## src/design/lcrle_pkg.sv

```systemverilog
`timescale 1ns / 1ps
// ---------------------------------------------------------------------------
// lcrle_pkg
// Shared types and constants of the letter count run-length codec.
// ---------------------------------------------------------------------------
package lcrle_pkg;

    // Longest run packed into one triplet
    localparam int MAX_RUN = 26;
    // Run and repeat counters cover 1..26
    localparam int RUN_W = 5;

    localparam logic [7:0] MARK_BYTE = 8'h51;  // 'Q'
    localparam logic [7:0] LETTER_A  = 8'h41;  // 'A'
    localparam logic [7:0] LETTER_Z  = 8'h5A;  // 'Z'

    typedef struct packed {
        logic [7:0] in_byte;
        logic       in_last;
    } lcrle_in_t;

    typedef struct packed {
        logic [7:0] out_byte;
        logic       out_last;
        logic       bad_input;
    } lcrle_out_t;

    // Controller to datapath
    typedef struct packed {
        logic load_job;  // input transfer: update state, latch result job
        logic emit;      // load next result into output register
    } lcrle_cmd_t;

    // Datapath to controller
    typedef struct packed {
        logic job_nonempty;  // item at the input produces results
        logic emit_final;    // current result is the last of the job
    } lcrle_status_t;

endpackage

```

## src/design/lcrle_ctrl.sv

```systemverilog
`timescale 1ns / 1ps
// ---------------------------------------------------------------------------
// lcrle_ctrl
// Sequencer: takes input transfers and paces result transfers.
// ---------------------------------------------------------------------------
module lcrle_ctrl (
    input  logic                    aclk,
    input  logic                    aresetn,
    input  logic                    s_valid,
    output logic                    s_ready,
    output logic                    m_valid,
    input  logic                    m_ready,
    output lcrle_pkg::lcrle_cmd_t   cmd,
    input  lcrle_pkg::lcrle_status_t status
);
    import lcrle_pkg::*;

    localparam logic ST_IDLE = 1'b0;
    localparam logic ST_EMIT = 1'b1;

    logic state_reg, state_next;
    logic out_valid_reg, out_valid_next;
    logic can_load;

    assign s_ready  = (state_reg == ST_IDLE);
    assign m_valid  = out_valid_reg;
    assign can_load = !out_valid_reg || m_ready;

    always_comb begin
        state_next   = state_reg;
        cmd.load_job = 1'b0;
        cmd.emit     = 1'b0;
        unique case (state_reg)
            ST_IDLE: begin
                if (s_valid) begin
                    cmd.load_job = 1'b1;
                    if (status.job_nonempty) begin
                        state_next = ST_EMIT;
                    end
                end
            end
            default: begin
                if (can_load) begin
                    cmd.emit = 1'b1;
                    if (status.emit_final) begin
                        state_next = ST_IDLE;
                    end
                end
            end
        endcase
    end

    always_comb begin
        if (cmd.emit) begin
            out_valid_next = 1'b1;
        end else if (m_ready) begin
            out_valid_next = 1'b0;
        end else begin
            out_valid_next = out_valid_reg;
        end
    end

    always_ff @(posedge aclk) begin
        if (!aresetn) begin
            state_reg     <= ST_IDLE;
            out_valid_reg <= 1'b0;
        end else begin
            state_reg     <= state_next;
            out_valid_reg <= out_valid_next;
        end
    end

endmodule

```

## src/design/lcrle_datapath.sv

```systemverilog
`timescale 1ns / 1ps
// ---------------------------------------------------------------------------
// lcrle_datapath
// Codec state, result job registers and the output payload register.
// ---------------------------------------------------------------------------
module lcrle_datapath (
    input  logic                     aclk,
    input  logic                     aresetn,
    input  logic                     cfg_valid,
    input  logic                     cfg_data,
    input  lcrle_pkg::lcrle_in_t     s_data,
    input  lcrle_pkg::lcrle_cmd_t    cmd,
    output lcrle_pkg::lcrle_status_t status,
    output lcrle_pkg::lcrle_out_t    m_data
);
    import lcrle_pkg::*;

    localparam logic [1:0] PH_MARK   = 2'd0;
    localparam logic [1:0] PH_LETTER = 2'd1;
    localparam logic [1:0] PH_DATA   = 2'd2;

    localparam logic [1:0] POS_MARK  = 2'd0;
    localparam logic [1:0] POS_COUNT = 2'd1;
    localparam logic [1:0] POS_DATA  = 2'd2;

    // Codec state
    logic             dir_reg;
    logic             run_open_reg;
    logic [7:0]       run_byte_reg;
    logic [RUN_W-1:0] run_count_reg;
    logic [1:0]       phase_reg;
    logic [7:0]       letter_reg;

    // Result job
    logic             job_dec_reg;
    logic [7:0]       a_byte_reg, b_byte_reg;
    logic [RUN_W-1:0] a_cnt_reg, b_cnt_reg;
    logic             b_en_reg;
    logic             sel_reg;
    logic [1:0]       pos_reg;
    logic [7:0]       rep_byte_reg;
    logic [RUN_W-1:0] rep_left_reg;
    logic             rep_last_reg;
    logic             rep_bad_reg;
    lcrle_out_t       out_reg;

    // Encode evaluation
    logic             enc_extend, enc_a_en, enc_nonempty;
    logic [7:0]       enc_nb;
    logic [RUN_W-1:0] enc_nc;

    // Decode evaluation
    logic             letter_ok, dec_nonempty, dec_bad;
    logic [7:0]       letter_diff;
    logic [RUN_W-1:0] dec_left;
    logic [1:0]       phase_next;
    logic [7:0]       letter_next;

    // Current result
    lcrle_out_t       cur;
    logic             cur_final;
    logic [7:0]       tri_byte;
    logic [RUN_W-1:0] tri_cnt;

    assign enc_extend   = run_open_reg && (s_data.in_byte == run_byte_reg)
                          && (run_count_reg < RUN_W'(MAX_RUN));
    assign enc_a_en     = run_open_reg && !enc_extend;
    assign enc_nb       = enc_extend ? run_byte_reg : s_data.in_byte;
    assign enc_nc       = enc_extend ? run_count_reg + RUN_W'(1) : RUN_W'(1);
    assign enc_nonempty = enc_a_en || s_data.in_last;

    assign letter_ok    = (letter_reg >= LETTER_A) && (letter_reg <= LETTER_Z);
    assign letter_diff  = letter_reg - LETTER_A;
    assign dec_left     = letter_diff[RUN_W-1:0] + RUN_W'(1);
    assign dec_nonempty = (phase_reg == PH_DATA) || s_data.in_last;
    assign dec_bad      = (phase_reg != PH_DATA) || !letter_ok;

    always_comb begin
        phase_next  = PH_MARK;
        letter_next = 8'd0;
        if (phase_reg == PH_MARK && !s_data.in_last) begin
            phase_next = PH_LETTER;
        end else if (phase_reg == PH_LETTER && !s_data.in_last) begin
            phase_next  = PH_DATA;
            letter_next = s_data.in_byte;
        end
    end

    assign status.job_nonempty = dir_reg ? dec_nonempty : enc_nonempty;
    assign status.emit_final   = cur_final;

    assign tri_byte = sel_reg ? b_byte_reg : a_byte_reg;
    assign tri_cnt  = sel_reg ? b_cnt_reg : a_cnt_reg;

    always_comb begin
        if (job_dec_reg) begin
            cur_final     = rep_bad_reg || (rep_left_reg == RUN_W'(1));
            cur.out_byte  = rep_bad_reg ? 8'd0 : rep_byte_reg;
            cur.out_last  = rep_last_reg && cur_final;
            cur.bad_input = rep_bad_reg;
        end else begin
            cur_final     = (pos_reg == POS_DATA) && (sel_reg || !b_en_reg);
            cur.out_last  = sel_reg && (pos_reg == POS_DATA);
            cur.bad_input = 1'b0;
            unique case (pos_reg)
                POS_MARK:  cur.out_byte = MARK_BYTE;
                POS_COUNT: cur.out_byte = LETTER_A + 8'(tri_cnt) - 8'd1;
                default:   cur.out_byte = tri_byte;
            endcase
        end
    end

    assign m_data = out_reg;

    // Control state
    always_ff @(posedge aclk) begin
        if (!aresetn) begin
            dir_reg       <= 1'b0;
            run_open_reg  <= 1'b0;
            run_byte_reg  <= 8'd0;
            run_count_reg <= '0;
            phase_reg     <= PH_MARK;
            letter_reg    <= 8'd0;
            sel_reg       <= 1'b0;
            pos_reg       <= POS_MARK;
        end else begin
            if (cfg_valid) begin
                dir_reg <= cfg_data;
            end
            if (cmd.load_job) begin
                if (dir_reg) begin
                    phase_reg  <= phase_next;
                    letter_reg <= letter_next;
                end else if (s_data.in_last) begin
                    // stream ends: close the run
                    run_open_reg  <= 1'b0;
                    run_byte_reg  <= 8'd0;
                    run_count_reg <= '0;
                end else begin
                    run_open_reg  <= 1'b1;
                    run_byte_reg  <= enc_nb;
                    run_count_reg <= enc_nc;
                end
                sel_reg <= !enc_a_en;
                pos_reg <= POS_MARK;
            end else if (cmd.emit && !job_dec_reg) begin
                if (pos_reg == POS_DATA) begin
                    pos_reg <= POS_MARK;
                    sel_reg <= 1'b1;
                end else begin
                    pos_reg <= pos_reg + 2'd1;
                end
            end
        end
    end

    // Job and payload registers
    always_ff @(posedge aclk) begin
        if (cmd.load_job) begin
            job_dec_reg  <= dir_reg;
            a_byte_reg   <= run_byte_reg;
            a_cnt_reg    <= run_count_reg;
            b_byte_reg   <= enc_nb;
            b_cnt_reg    <= enc_nc;
            b_en_reg     <= s_data.in_last;
            rep_byte_reg <= s_data.in_byte;
            rep_left_reg <= dec_left;
            rep_last_reg <= s_data.in_last;
            rep_bad_reg  <= dec_bad;
        end else if (cmd.emit && job_dec_reg) begin
            rep_left_reg <= rep_left_reg - RUN_W'(1);
        end
        if (cmd.emit) begin
            out_reg <= cur;
        end
    end

endmodule

```

## src/design/letter_count_rle_codec.sv

```systemverilog
`timescale 1ns / 1ps
// ---------------------------------------------------------------------------
// letter_count_rle_codec
// Byte-stream run-length encoder and decoder with letter count triplets.
// ---------------------------------------------------------------------------
// The cfg channel selects the direction (0 encode, 1 decode); write it only
// while the block is idle. Bytes that produce no result (they extend an
// encode run or start a decode triplet) stream in at one per clock. After a
// byte that produces N results, input waits while the result sequencer loads
// one result per cycle into the output register, while it is free or being
// taken; N is 3 or 6 for encoding and 1 to 26 for decoding. A result waiting
// in the output register does not block the next input transfer.
module letter_count_rle_codec (
    input  logic                  aclk,
    input  logic                  aresetn,
    input  logic                  s_valid,
    output logic                  s_ready,
    input  lcrle_pkg::lcrle_in_t  s_data,
    output logic                  m_valid,
    input  logic                  m_ready,
    output lcrle_pkg::lcrle_out_t m_data,
    input  logic                  cfg_valid,
    output logic                  cfg_ready,
    input  logic                  cfg_data
);
    import lcrle_pkg::*;

    lcrle_cmd_t    cmd;
    lcrle_status_t status;

    assign cfg_ready = 1'b1;

    lcrle_ctrl u_ctrl (
        .aclk    (aclk),
        .aresetn (aresetn),
        .s_valid (s_valid),
        .s_ready (s_ready),
        .m_valid (m_valid),
        .m_ready (m_ready),
        .cmd     (cmd),
        .status  (status)
    );

    lcrle_datapath u_datapath (
        .aclk      (aclk),
        .aresetn   (aresetn),
        .cfg_valid (cfg_valid),
        .cfg_data  (cfg_data),
        .s_data    (s_data),
        .cmd       (cmd),
        .status    (status),
        .m_data    (m_data)
    );

endmodule

```

## config.mk

```make
export PLATFORM = sky130hd
export DESIGN_NAME = letter_count_rle_codec
export DESIGN_NICKNAME = d
export VERILOG_FILES = /design/src/design/lcrle_pkg.sv /design/src/design/lcrle_ctrl.sv /design/src/design/lcrle_datapath.sv /design/src/design/letter_count_rle_codec.sv
export SDC_FILE = /design/constraint.sdc
export NUM_CORES = 1
export LEC_CHECK = 0
export ABC_CLOCK_PERIOD_IN_PS = 4010
export BUFFER_PORTS_ARGS = -buffer_cell sky130_fd_sc_hd__buf_2
export CORE_MARGIN = 1
export CORE_UTILIZATION = 55
export CTS_BUF_LIST = sky130_fd_sc_hd__clkbuf_2 sky130_fd_sc_hd__clkbuf_4 sky130_fd_sc_hd__clkbuf_8
export CTS_CLUSTER_SIZE = 20
export DETAILED_ROUTE_END_ITERATION = 6
export GPL_ROUTABILITY_DRIVEN = 0
export PLACE_DENSITY = 0.81
export SLEW_MARGIN = 20
export SYNTH_ARGS = -nofsm -noshare
export SYNTH_HDL_FRONTEND = slang
export SYNTH_HIERARCHICAL = 1
export SYNTH_SLANG_ARGS = --single-unit
```

## constraint.sdc

```tcl
create_clock -name aclk -period 4.01 [get_ports aclk]
set_clock_uncertainty 0.15 [all_clocks]
set_input_delay 0 -clock aclk [delete_from_list [all_inputs] [get_ports aclk]]
set_output_delay 0 -clock aclk [all_outputs]
set_load 0.01 [all_outputs]
```

==> results.txt, run 1 <==
Synthesis warning total: 6
Number of flip-flops in the largest register: 10
Flop2flop setup slack: 1.70 ns
Total core area: 6061 um2
Count of final setup violators: 0
Post-synth net total: 317
Status: complete, no violations
Leak pwr: 1.437 nW
Reg clk slew, reported paths: 0.08 ns
Num rows: 28
Hold Path Depth: 2
CTS H-tree lvls: 3
Final Hold Vio Count: 0
FMAX: 432.5 MHz
Root buffer cell: clkbuf_8
Async set or reset register ratio after synthesis: 0%
Cell taking the most area after synthesis: edfxtp_1
Crit path buf inv count: 1
Largest net degree at the start of global routing: 42
Worst R2R Path Depth: 7
CTS Buffer Depth: 2
Worst r2r src: u_ctrl/state_reg
Post-route cell area: 4060 um2
Hold EP: u_datapath/rep_byte_reg[4]
Antenna violations before repair: 0
Count of cell types in the netlist: 51
Arrival @ worst endpoint: 2.44 ns
Share of cells above drive strength 1: 18.45%
Min Tclk post-route: 2.312 ns
Slew of the pin with the lowest slew margin: 0.8253 ns
Critical R2R Capture: u_datapath/run_count_reg[2]
Clk sinks: 82
Vias in the first global route: 2258
FF+latch count, synth: 82
Synth top area cells: edfxtp_1 (44%), dfxtp_1 (17%), nor2b_1 (3.4%), mux2i_1 (2.5%), a22oi_1 (2.5%)
Worst vdd ir: 0.2405 mV
Slew HR: 44.90%
Min-delay src: s_data[5]
Die Y: 82.31 um
Max incr delay on CP: 0.42 ns
Gr ovfl total: 0
DRT Pass-1 Iters: 4
NumNets Final: 349
Slowest CP cell: nor4_1
Met3 Use GR: 3.516%
Cells along the critical path: and2b_2 > nand2b_1 > buf_4 > or2_2 > nor4_1 > nand3b_1 > a31oi_1
CTS tree: yes
Half-perimeter wire length after placement: 4439 um
Antenna viol nets, final: 0
CP Launch Type: register
Ports: 28
Grt met1 use: 26.87%
Syn avg cell area: 11.86 um2
DRC Markers: 0
Inserted Diodes: 0
Wire per inst: 16.49 um
Ys flop type: edfxtp_1
DR iter-0 viols: 179
Commonest non-fill, non-tap cells in the layout: edfxtp_1 (52), dfxtp_1 (30), buf_2 (26)
Critical path capture point type: register
P per Cell Area: 442.4 nW/um2
TNS Setup: 0 ns
Most common cell after layout, fill and taps aside: edfxtp_1
Total wire length: 6777 um
Met2 Resource Use GR: 35.79%
Crit share post-route: 57.66%
Worst path depth: 7
Setup CP Type: register to register
P&R area growth vs syn: 14.46%
Initial Util: 58.53%
# hold bufs at CTS: 16
Vias per cell: 5.727
RSZ-0062 raised after global routing: no
Crit path max fanout: 23
PortBufs: 26
Yosys top cell area share: 44.02%
Sequential element share of the synthesized area: 60.95%
Global routing's busiest layer: met2
EDFF count, synth: 52
Cells after synthesis: 299
Max-cap viol count: 0
Die area: 6774 um2
Vias: 2354
Synthesized area: 3547 um2
Setup bufs post-CTS: 0
Global-route wire length before repair: 10600 um
Critical path required time: 4.14 ns
Cell Area, Placed: 3674 um2
TritonCTS Buffers: 9
Tot GR Track Use: 21.97%
Hold Crit Class: input pin to register
Largest delay share family, worst path: simple AND/OR/NAND/NOR gates
Slew Limit Fails: 0
Post-CTS Resized: 0
Clk Latency, worst-skew pair: 0.35 ns
Die width: 82.31 um
-- synthesized netlist by cell type, types with 3 or more instances --
cell / number
a21o_1: 4
a21oi_1: 17
a22oi_1: 12
a31oi_1: 4
buf_4: 3
clkbuf_1: 15
dfxtp_1: 30
edfxtp_1: 52
ha_1: 3
inv_1: 10
mux2_2: 8
mux2i_1: 9
nand2_1: 20
nand2b_1: 5
nand3_1: 3
nor2_1: 11
nor2b_1: 19
nor3_1: 4
nor3b_1: 8
o21ai_0: 11
or2_2: 4
xnor2_1: 10
-- cell families (layout without fill, tap and decap cells) --
family | Yosys count | after routing | share of synthesized area [%]
AO/OA/AOI/OAI | 60 | 60 | 10.76
XOR/XNOR | 12 | 12 | 2.963
adder cells (fa/ha/maj) | 3 | 3 | 1.058
buffers and inverters | 33 | 70 | 4.268
flip-flops | 82 | 82 | 60.95
multiplexers | 17 | 17 | 5.080
other | 1 | 1 | 0.1057
AND/OR/NAND/NOR | 91 | 91 | 14.81
-- per-layer routing --
layer | vias to the layer above | part of all wire (%) | routed length (um)
met1 | 1117 | 43 | 2892
li1 | 1132 | - | -
met2 | 87 | 49 | 3329
met5 | - | 0 | 0
met4 | 0 | 3.0 | 201
met3 | 18 | 5.2 | 353
-- worst register-to-register path, cell delays in order, from the launching register on --
cell      delay [ns]
dfxtp_1         0.35
and2b_2         0.36
nand2b_1        0.10
buf_4           0.21
or2_2           0.33
nor4_1          0.42
nand3b_1        0.15
a31oi_1         0.18
-- worst max-delay path by stage --
stage | slack (ns) | end | startpoint
final | 1.70 | u_datapath/run_count_reg[2] | u_ctrl/state_reg
after global routing | 1.60 | u_datapath/run_count_reg[2] | u_ctrl/state_reg
after global placement | 1.91 | u_datapath/run_count_reg[2] | u_ctrl/state_reg
after detailed placement | 1.79 | u_datapath/run_count_reg[2] | u_ctrl/state_reg
after floorplan | 1.33 | u_datapath/run_count_reg[2] | u_ctrl/state_reg
after CTS | 1.77 | u_datapath/run_count_reg[2] | u_ctrl/state_reg
-- power by group --
group	total, mW	internal (mW)	switching, mW
Combinational	0.155	0.0706	0.0845
Sequential	0.978	0.949	0.0298
Clock	0.663	0.368	0.294
Total	1.80	1.39	0.409
-- cell type report --
| cell class | count | area, um2 |
|---|---|---|
| well taps | 75 | 93.84 |
| clock inverters | 6 | 88.84 |
| flip-flops and latches | 82 | 2162 |
| fillers | 451 | 2001 |
| inverters | 10 | 37.54 |
| multi-input cells | 184 | 1235 |
| repair buffers | 44 | 305.3 |
| clock buffers | 10 | 137.6 |
-- per-stage QoR --
stage                     util [%]  hold slack, ns  setup WS, ns  total power [mW]  instances
after CTS                    66.99          0.2933         1.768             1.807        411
after global routing         66.99          0.3009         1.603             1.855        411
final                        66.99          0.3009         1.698             1.796        411
after floorplan                  -        -0.05113         1.329             1.093        299
after global placement       60.61          0.1038         1.907             1.132        379
after detailed placement     60.61          0.1134         1.788             1.137        379
Power figures use the tool's default switching activity.
==> run 2, diff against run 1 <==
--- a/config.mk
+++ b/config.mk
@@ -5,7 +5,7 @@
 export SDC_FILE = /design/constraint.sdc
 export NUM_CORES = 1
 export LEC_CHECK = 0
-export ABC_CLOCK_PERIOD_IN_PS = 4010
+export ABC_CLOCK_PERIOD_IN_PS = 1970
 export BUFFER_PORTS_ARGS = -buffer_cell sky130_fd_sc_hd__buf_2
 export CORE_MARGIN = 1
 export CORE_UTILIZATION = 55
@@ -13,7 +13,7 @@
 export CTS_CLUSTER_SIZE = 20
 export DETAILED_ROUTE_END_ITERATION = 6
 export GPL_ROUTABILITY_DRIVEN = 0
-export PLACE_DENSITY = 0.81
+export PLACE_DENSITY = 0.84
 export SLEW_MARGIN = 20
 export SYNTH_ARGS = -nofsm -noshare
 export SYNTH_HDL_FRONTEND = slang
==> constraint.sdc (replaced) <==
create_clock -name aclk -period 1.97 [get_ports aclk]
set_clock_uncertainty 0.15 [all_clocks]
set_input_delay 0 -clock aclk [delete_from_list [all_inputs] [get_ports aclk]]
set_output_delay 0 -clock aclk [all_outputs]
set_load 0.01 [all_outputs]
==> results.txt, run 2 (same netlist as run 1, synthesis figures left out) <==
Final cell count without fillers: 418 (+1.7%)
WL met3: 394 um (+12%)
Top Metal Used: met4
Max-cap viol count: 0 (unchanged)
Number of flip-flops in the largest register: 10 (unchanged)
Leak pwr: 1.484 nW (+3.2%)
DRC Markers: 0 (unchanged)
Wire per inst: 16.76 um (+1.7%)
Post-route cell area: 4123 um2 (+1.5%)
Crit path max fanout: 7 (-70%)
Num rows: 28 (unchanged)
CTS Buffer Depth: 2 (unchanged)
Vias: 2376 (+0.93%)
Clk Latency, worst-skew pair: 0.34 ns (about the same)
TritonCTS Buffers: 9 (unchanged)
Ports: 28 (unchanged)
Worst R2R Path Depth: 5 (-2)
Reg clk slew, reported paths: 0.08 ns (about the same)
PortBufs: 26 (unchanged)
Slew of the pin with the lowest slew margin: 0.5179 ns (-0.3074 ns)
Min Tclk post-route: 1.959 ns
Wl on met1: 2983 um (+3.1%)
Initial Util: 58.53% (unchanged)
Gr ovfl total: 0 (unchanged)
Inst Count DP: 386 (+1.8%)
Cell Area, Placed: 3756 um2 (+2.2%)
FMAX: 510.4 MHz
Hold Path Depth: 1 (-1)
Multi-input gate area: 1264 um2 (+2.3%)
WHS: -0.001611 ns (-0.3025 ns)
P per Cell Area: 851.0 nW/um2 (+92%)
CP Launch Type: input pin
P&R area growth vs syn: 16.23%
Filler cells: 435 (-3.5%)
Commonest non-fill, non-tap cells in the layout: edfxtp_1 (52), dfxtp_1 (27), buf_2 (25)
Total area of sequential cells: 2166 um2 (+0.17%)
Critical path capture point type: register
Vias per cell: 5.684 (-0.76%)
DR iter-0 viols: 155 (-13%)
Clk sinks: 82 (unchanged)
Antenna viol nets, final: 0 (unchanged)
DRT Pass-1 Iters: 5 (+1)
Status: finished with violations
Inserted Diodes: 0 (unchanged)
Crit share post-route: 99.46%
WL met2: 3500 um (+5.1%)
Slew HR: 65.40% (+20 points)
Share of cells above drive strength 1: 22.45% (+4.0 points)
Antenna violations before repair: 0 (unchanged)
CTS tree: yes
Worst vdd ir: 0.4824 mV (+100%)
Most common cell after layout, fill and taps aside: edfxtp_1
Die Y: 82.31 um (unchanged)
Count of final setup violators: 0 (unchanged)
Tot GR Track Use: 22.28% (+0.31 points)
Vias in the first global route: 2251 (-0.31%)
Root buffer cell: clkbuf_8
Critical path required time: 2.09 ns (-2.05 ns)
Hold Crit Class: input pin to register
Global-route wire length before repair: 10740 um (+1.3%)
Slew Limit Fails: 0 (unchanged)
Failing checks: negative hold slack
Die area: 6774 um2 (unchanged)
Total core area: 6061 um2 (unchanged)
Setup CP Type: input pin to register
NumNets Final: 356 (+2.0%)
Die width: 82.31 um (unchanged)
Arrival @ worst endpoint: 2.08 ns (-0.36 ns)
Half-perimeter wire length after placement: 4684 um (+5.5%)
Final Hold Vio Count: 1 (+1)
Largest net degree at the start of global routing: 50 (+19%)
CTS H-tree lvls: 3 (unchanged)
Total wire length: 7007 um (+3.4%)
[run 2: final cells by class]
| cell class | instances | area share (%) |
|---|---|---|
| sequential | 82 | 52.53 |
| clock inverter | 6 | 1.396 |
| multi-input combinational | 184 | 30.65 |
| tap | 75 | 2.276 |
| timing repair buffer | 51 | 9.044 |
| inverter | 10 | 0.9105 |
| clock buffer | 10 | 3.187 |
[run 2: worst max-delay path, stage by stage]
cell	delay (ns)
dlygate4sd3_1	0.53
buf_2	0.17
xnor2_1	0.16
nand4_1	0.16
or3_4	0.43
or3_2	0.48
a21boi_2	0.15
[run 2: repair_timing]
action                                  CTS  global route
pin swaps                                 0             4
gates resized for setup                   0             6
endpoints found under the setup margin    1             2
hold endpoints to repair                 43             0
hold buffers                             15             0
buffers inserted                          1             1
[run 2: final timing paths]
path / startpoint / to / slack (ns)
worst min register to register: u_datapath/run_byte_reg[5] / u_datapath/a_byte_reg[5] / 0.30
worst max-delay path: s_data[2] / u_datapath/run_count_reg[1] / 0.01
worst min-delay path: s_data[8] / u_datapath/rep_byte_reg[7] / -0.002
worst max register to register: u_datapath/run_byte_reg[3] / u_datapath/run_count_reg[1] / 0.03
[run 2: layer usage]
metal  vias up  track usage, %
met2        95           36.36
met5         -               0
met1      1124           27.97
met3        10           4.615
met4         0           11.40
li1       1147               -
[run 2: where the power goes]
group / switching (mW) / total [mW] / internal (mW) / leakage, nW
clock network: 0.586 / 1.18 / 0.591 / 0.0992
logic: 0.191 / 0.351 / 0.160 / 0.636
registers: 0.0490 / 1.98 / 1.93 / 0.748
[run 2: through the flow]
stage	utilization [%]	setup WS, ns	setup TNS, ns	total power [mW]
after floorplan	-	0.01194	0	2.229
after global placement	61.97	0.08037	0	2.323
after detailed placement	61.97	-0.001309	-0.001309	2.340
after CTS	67.69	0.005118	0	3.518
after global routing	68.02	-0.009552	-0.01343	3.638
final	68.02	0.01073	0	3.509
==> run 3, diff against run 2 <==
--- a/config.mk
+++ b/config.mk
@@ -5,15 +5,16 @@
 export SDC_FILE = /design/constraint.sdc
 export NUM_CORES = 1
 export LEC_CHECK = 0
-export ABC_CLOCK_PERIOD_IN_PS = 1970
+export ABC_CLOCK_PERIOD_IN_PS = 2450
 export BUFFER_PORTS_ARGS = -buffer_cell sky130_fd_sc_hd__buf_2
+export CORE_ASPECT_RATIO = 0.75
 export CORE_MARGIN = 1
 export CORE_UTILIZATION = 55
 export CTS_BUF_LIST = sky130_fd_sc_hd__clkbuf_2 sky130_fd_sc_hd__clkbuf_4 sky130_fd_sc_hd__clkbuf_8
 export CTS_CLUSTER_SIZE = 20
 export DETAILED_ROUTE_END_ITERATION = 6
 export GPL_ROUTABILITY_DRIVEN = 0
-export PLACE_DENSITY = 0.84
+export PLACE_DENSITY = 0.81
 export SLEW_MARGIN = 20
 export SYNTH_ARGS = -nofsm -noshare
 export SYNTH_HDL_FRONTEND = slang
==> constraint.sdc (replaced) <==
create_clock -name aclk -period 2.45 [get_ports aclk]
set_clock_uncertainty 0.15 [all_clocks]
set_input_delay 0 -clock aclk [delete_from_list [all_inputs] [get_ports aclk]]
set_output_delay 0 -clock aclk [all_outputs]
set_load 0.01 [all_outputs]
==> results.txt, run 3 (same netlist as run 1, synthesis figures left out) <==
CTS Buffer Depth: 2 (unchanged)
Vias: 2356 (-0.84%)
Global-route wire length before repair: 11230 um (+4.6%)
Gr ovfl total: 0 (unchanged)
Slew Limit Fails: 0 (unchanged)
Hold Crit Class: input pin to register
Die Y: 71.55 um (-13%)
Clk sinks: 82 (unchanged)
Half-perimeter wire length after placement: 4807 um (+2.6%)
Crit path launch: s_data[5]
Cell Area, Placed: 3692 um2 (-1.7%)
Root buffer cell: clkbuf_8
Crit share post-route: 97.62%
Critical path capture point type: register
PortBufs: 26 (unchanged)
Slew of the pin with the lowest slew margin: 0.8107 ns (+0.2927 ns)
Reg clk slew, reported paths: 0.08 ns (about the same)
P per Cell Area: 715.1 nW/um2 (-16%)
Min Tclk post-route: 2.392 ns
Psw: 0.6679 mW (-19%)
Most common cell after layout, fill and taps aside: edfxtp_1
Count of final setup violators: 0 (unchanged)
P&R area growth vs syn: 15.38%
DRT Pass-1 Iters: 4 (-1)
Commonest non-fill, non-tap cells in the layout: edfxtp_1 (52), dfxtp_1 (30), buf_2 (26)
Initial Util: 59.06% (+0.54 points)
Total wire length: 7184 um (+2.5%)
Number of flip-flops in the largest register: 10 (unchanged)
Tot GR Track Use: 23.02% (+0.74 points)
Num rows: 24 (-14%)
RSZ-0062 raised after global routing: no
TNS Setup: 0 ns (unchanged)
Worst r2r src: u_datapath/run_byte_reg[4]
Setup CP Type: input pin to register
Leak pwr: 1.450 nW (-2.3%)
Max-cap viol count: 0 (unchanged)
Status: complete, no violations
TritonCTS Buffers: 9 (unchanged)
Switching share of total power: 22.82% (-0.71 points)
CP Launch Type: input pin
Die area: 6778 um2 (about the same)
Vias per cell: 5.636 (-0.84%)
Seq pwr share: 54.8% (-1.6 points)
Final Hold Vio Count: 0 (-1)
Total core area: 6006 um2 (-0.91%)
Power Internal: 2.259 mW (-16%)
CTS H-tree lvls: 3 (unchanged)
Clk pwr share: 36.3% (+2.8 points)
Share of cells above drive strength 1: 19.12% (-3.3 points)
Min-delay src: s_data[6]
Arrival @ worst endpoint: 2.48 ns (+0.40 ns)
Largest net degree at the start of global routing: 49 (-2.0%)
Post-CTS Resized: 0 (unchanged)
NumNets Final: 353 (-0.84%)
Antenna viol nets, final: 0 (unchanged)
Slew HR: 45.51% (-20 points)
Antenna violations before repair: 0 (unchanged)
Clk Latency, worst-skew pair: 0.35 ns (about the same)
Inserted Diodes: 0 (unchanged)
DRC Markers: 0 (unchanged)
FMAX: 418.1 MHz
Worst vdd ir: 0.5182 mV (+7.4%)
Ports: 28 (unchanged)
Wire per inst: 17.19 um (+2.5%)
Die width: 94.73 um (+15%)
Vias in the first global route: 2182 (-3.1%)
Crit path max fanout: 6 (-1)
Comb pwr share: 9.0% (-1.0 points)
DR iter-0 viols: 219 (+41%)
Critical path required time: 2.54 ns (+0.45 ns)
CTS tree: yes
Post-route cell area: 4093 um2 (-0.73%)
run 3: cell count changes in the layout (fill, tap and decap cells not counted), sizes merged:
| cell | previous run | this run |
|---|---|---|
| bufinv | 1 | 2 |
| dlygate4sd3 | 14 | 17 |
| clkinv | 4 | 1 |
| clkinvlp | 1 | 3 |
| buf | 36 | 31 |
| dlymetal6s4s | 1 | 0 |
run 3: layer usage:
metal / wire [um] / track usage [%] / vias to the layer above
met5: 0 / 0 / -
met4: 65 / 7.576 / 0
met3: 416 / 5.732 / 7
met2: 3179 / 32.13 / 83
met1: 3523 / 35.10 / 1124
li1: - / - / 1142
run 3: cell type report:
type | instances | area, um2
clock buffer | 10 | 131.4
clock inverter | 6 | 91.34
fill | 449 | 1913
inverter | 10 | 37.54
multi-input combinational | 184 | 1235
sequential | 82 | 2162
tap | 78 | 97.59
timing repair buffer | 48 | 337.8
run 3: power groups by stage:
| stage | Clock [mW] | Combinational (mW) | Sequential (mW) |
|---|---|---|---|
| after global routing | 1.13 | 0.289 | 1.61 |
| after CTS | 1.09 | 0.261 | 1.60 |
| after floorplan | 0 | 0.172 | 1.62 |
| final | 1.06 | 0.262 | 1.60 |
| after detailed placement | 0 | 0.237 | 1.63 |
| after global placement | 0 | 0.232 | 1.63 |
run 3: metrics by stage:
step	utilization (%)	power, mW	setup slack (ns)	hold WS, ns	cells
floorplan	-	1.788	0.1712	-0.05113	299
global placement	61.48	1.862	0.5453	0.1063	384
detailed placement	61.48	1.871	0.4732	0.1316	384
CTS	68.02	2.949	0.07611	0.2986	417
global route	68.15	3.030	0.01634	0.3117	418
finish	68.15	2.927	0.05835	0.3194	418
run 3: path summary, 6_finish.rpt:
kind | to | slack [ns] | cells after the start
setup / recovery | u_ctrl/state_reg | 0.06 | 10
hold / removal | u_datapath/rep_byte_reg[5] | 0.32 | 2
setup reg to reg | u_ctrl/state_reg | 0.07 | 8
hold reg to reg | u_datapath/a_byte_reg[7] | 0.34 | 0
run 3: critical path: stages:
cell and delay (ns):
dlygate4sd3_1 0.53, buf_2 0.17, xnor2_1 0.18, nand4_1 0.16
or3_4 0.43, nand2_1 0.09, o21ai_0 0.12, a21oi_1 0.17
a311oi_1 0.06, dlygate4sd3_1 0.57
run 3: what timing repair did:
item | 4_1_cts | 5_1_grt
buffers inserted | 0 | 1
endpoints found under the hold margin | 44 | 0
hold buffers | 17 | 0
setup endpoints to repair | 0 | 1
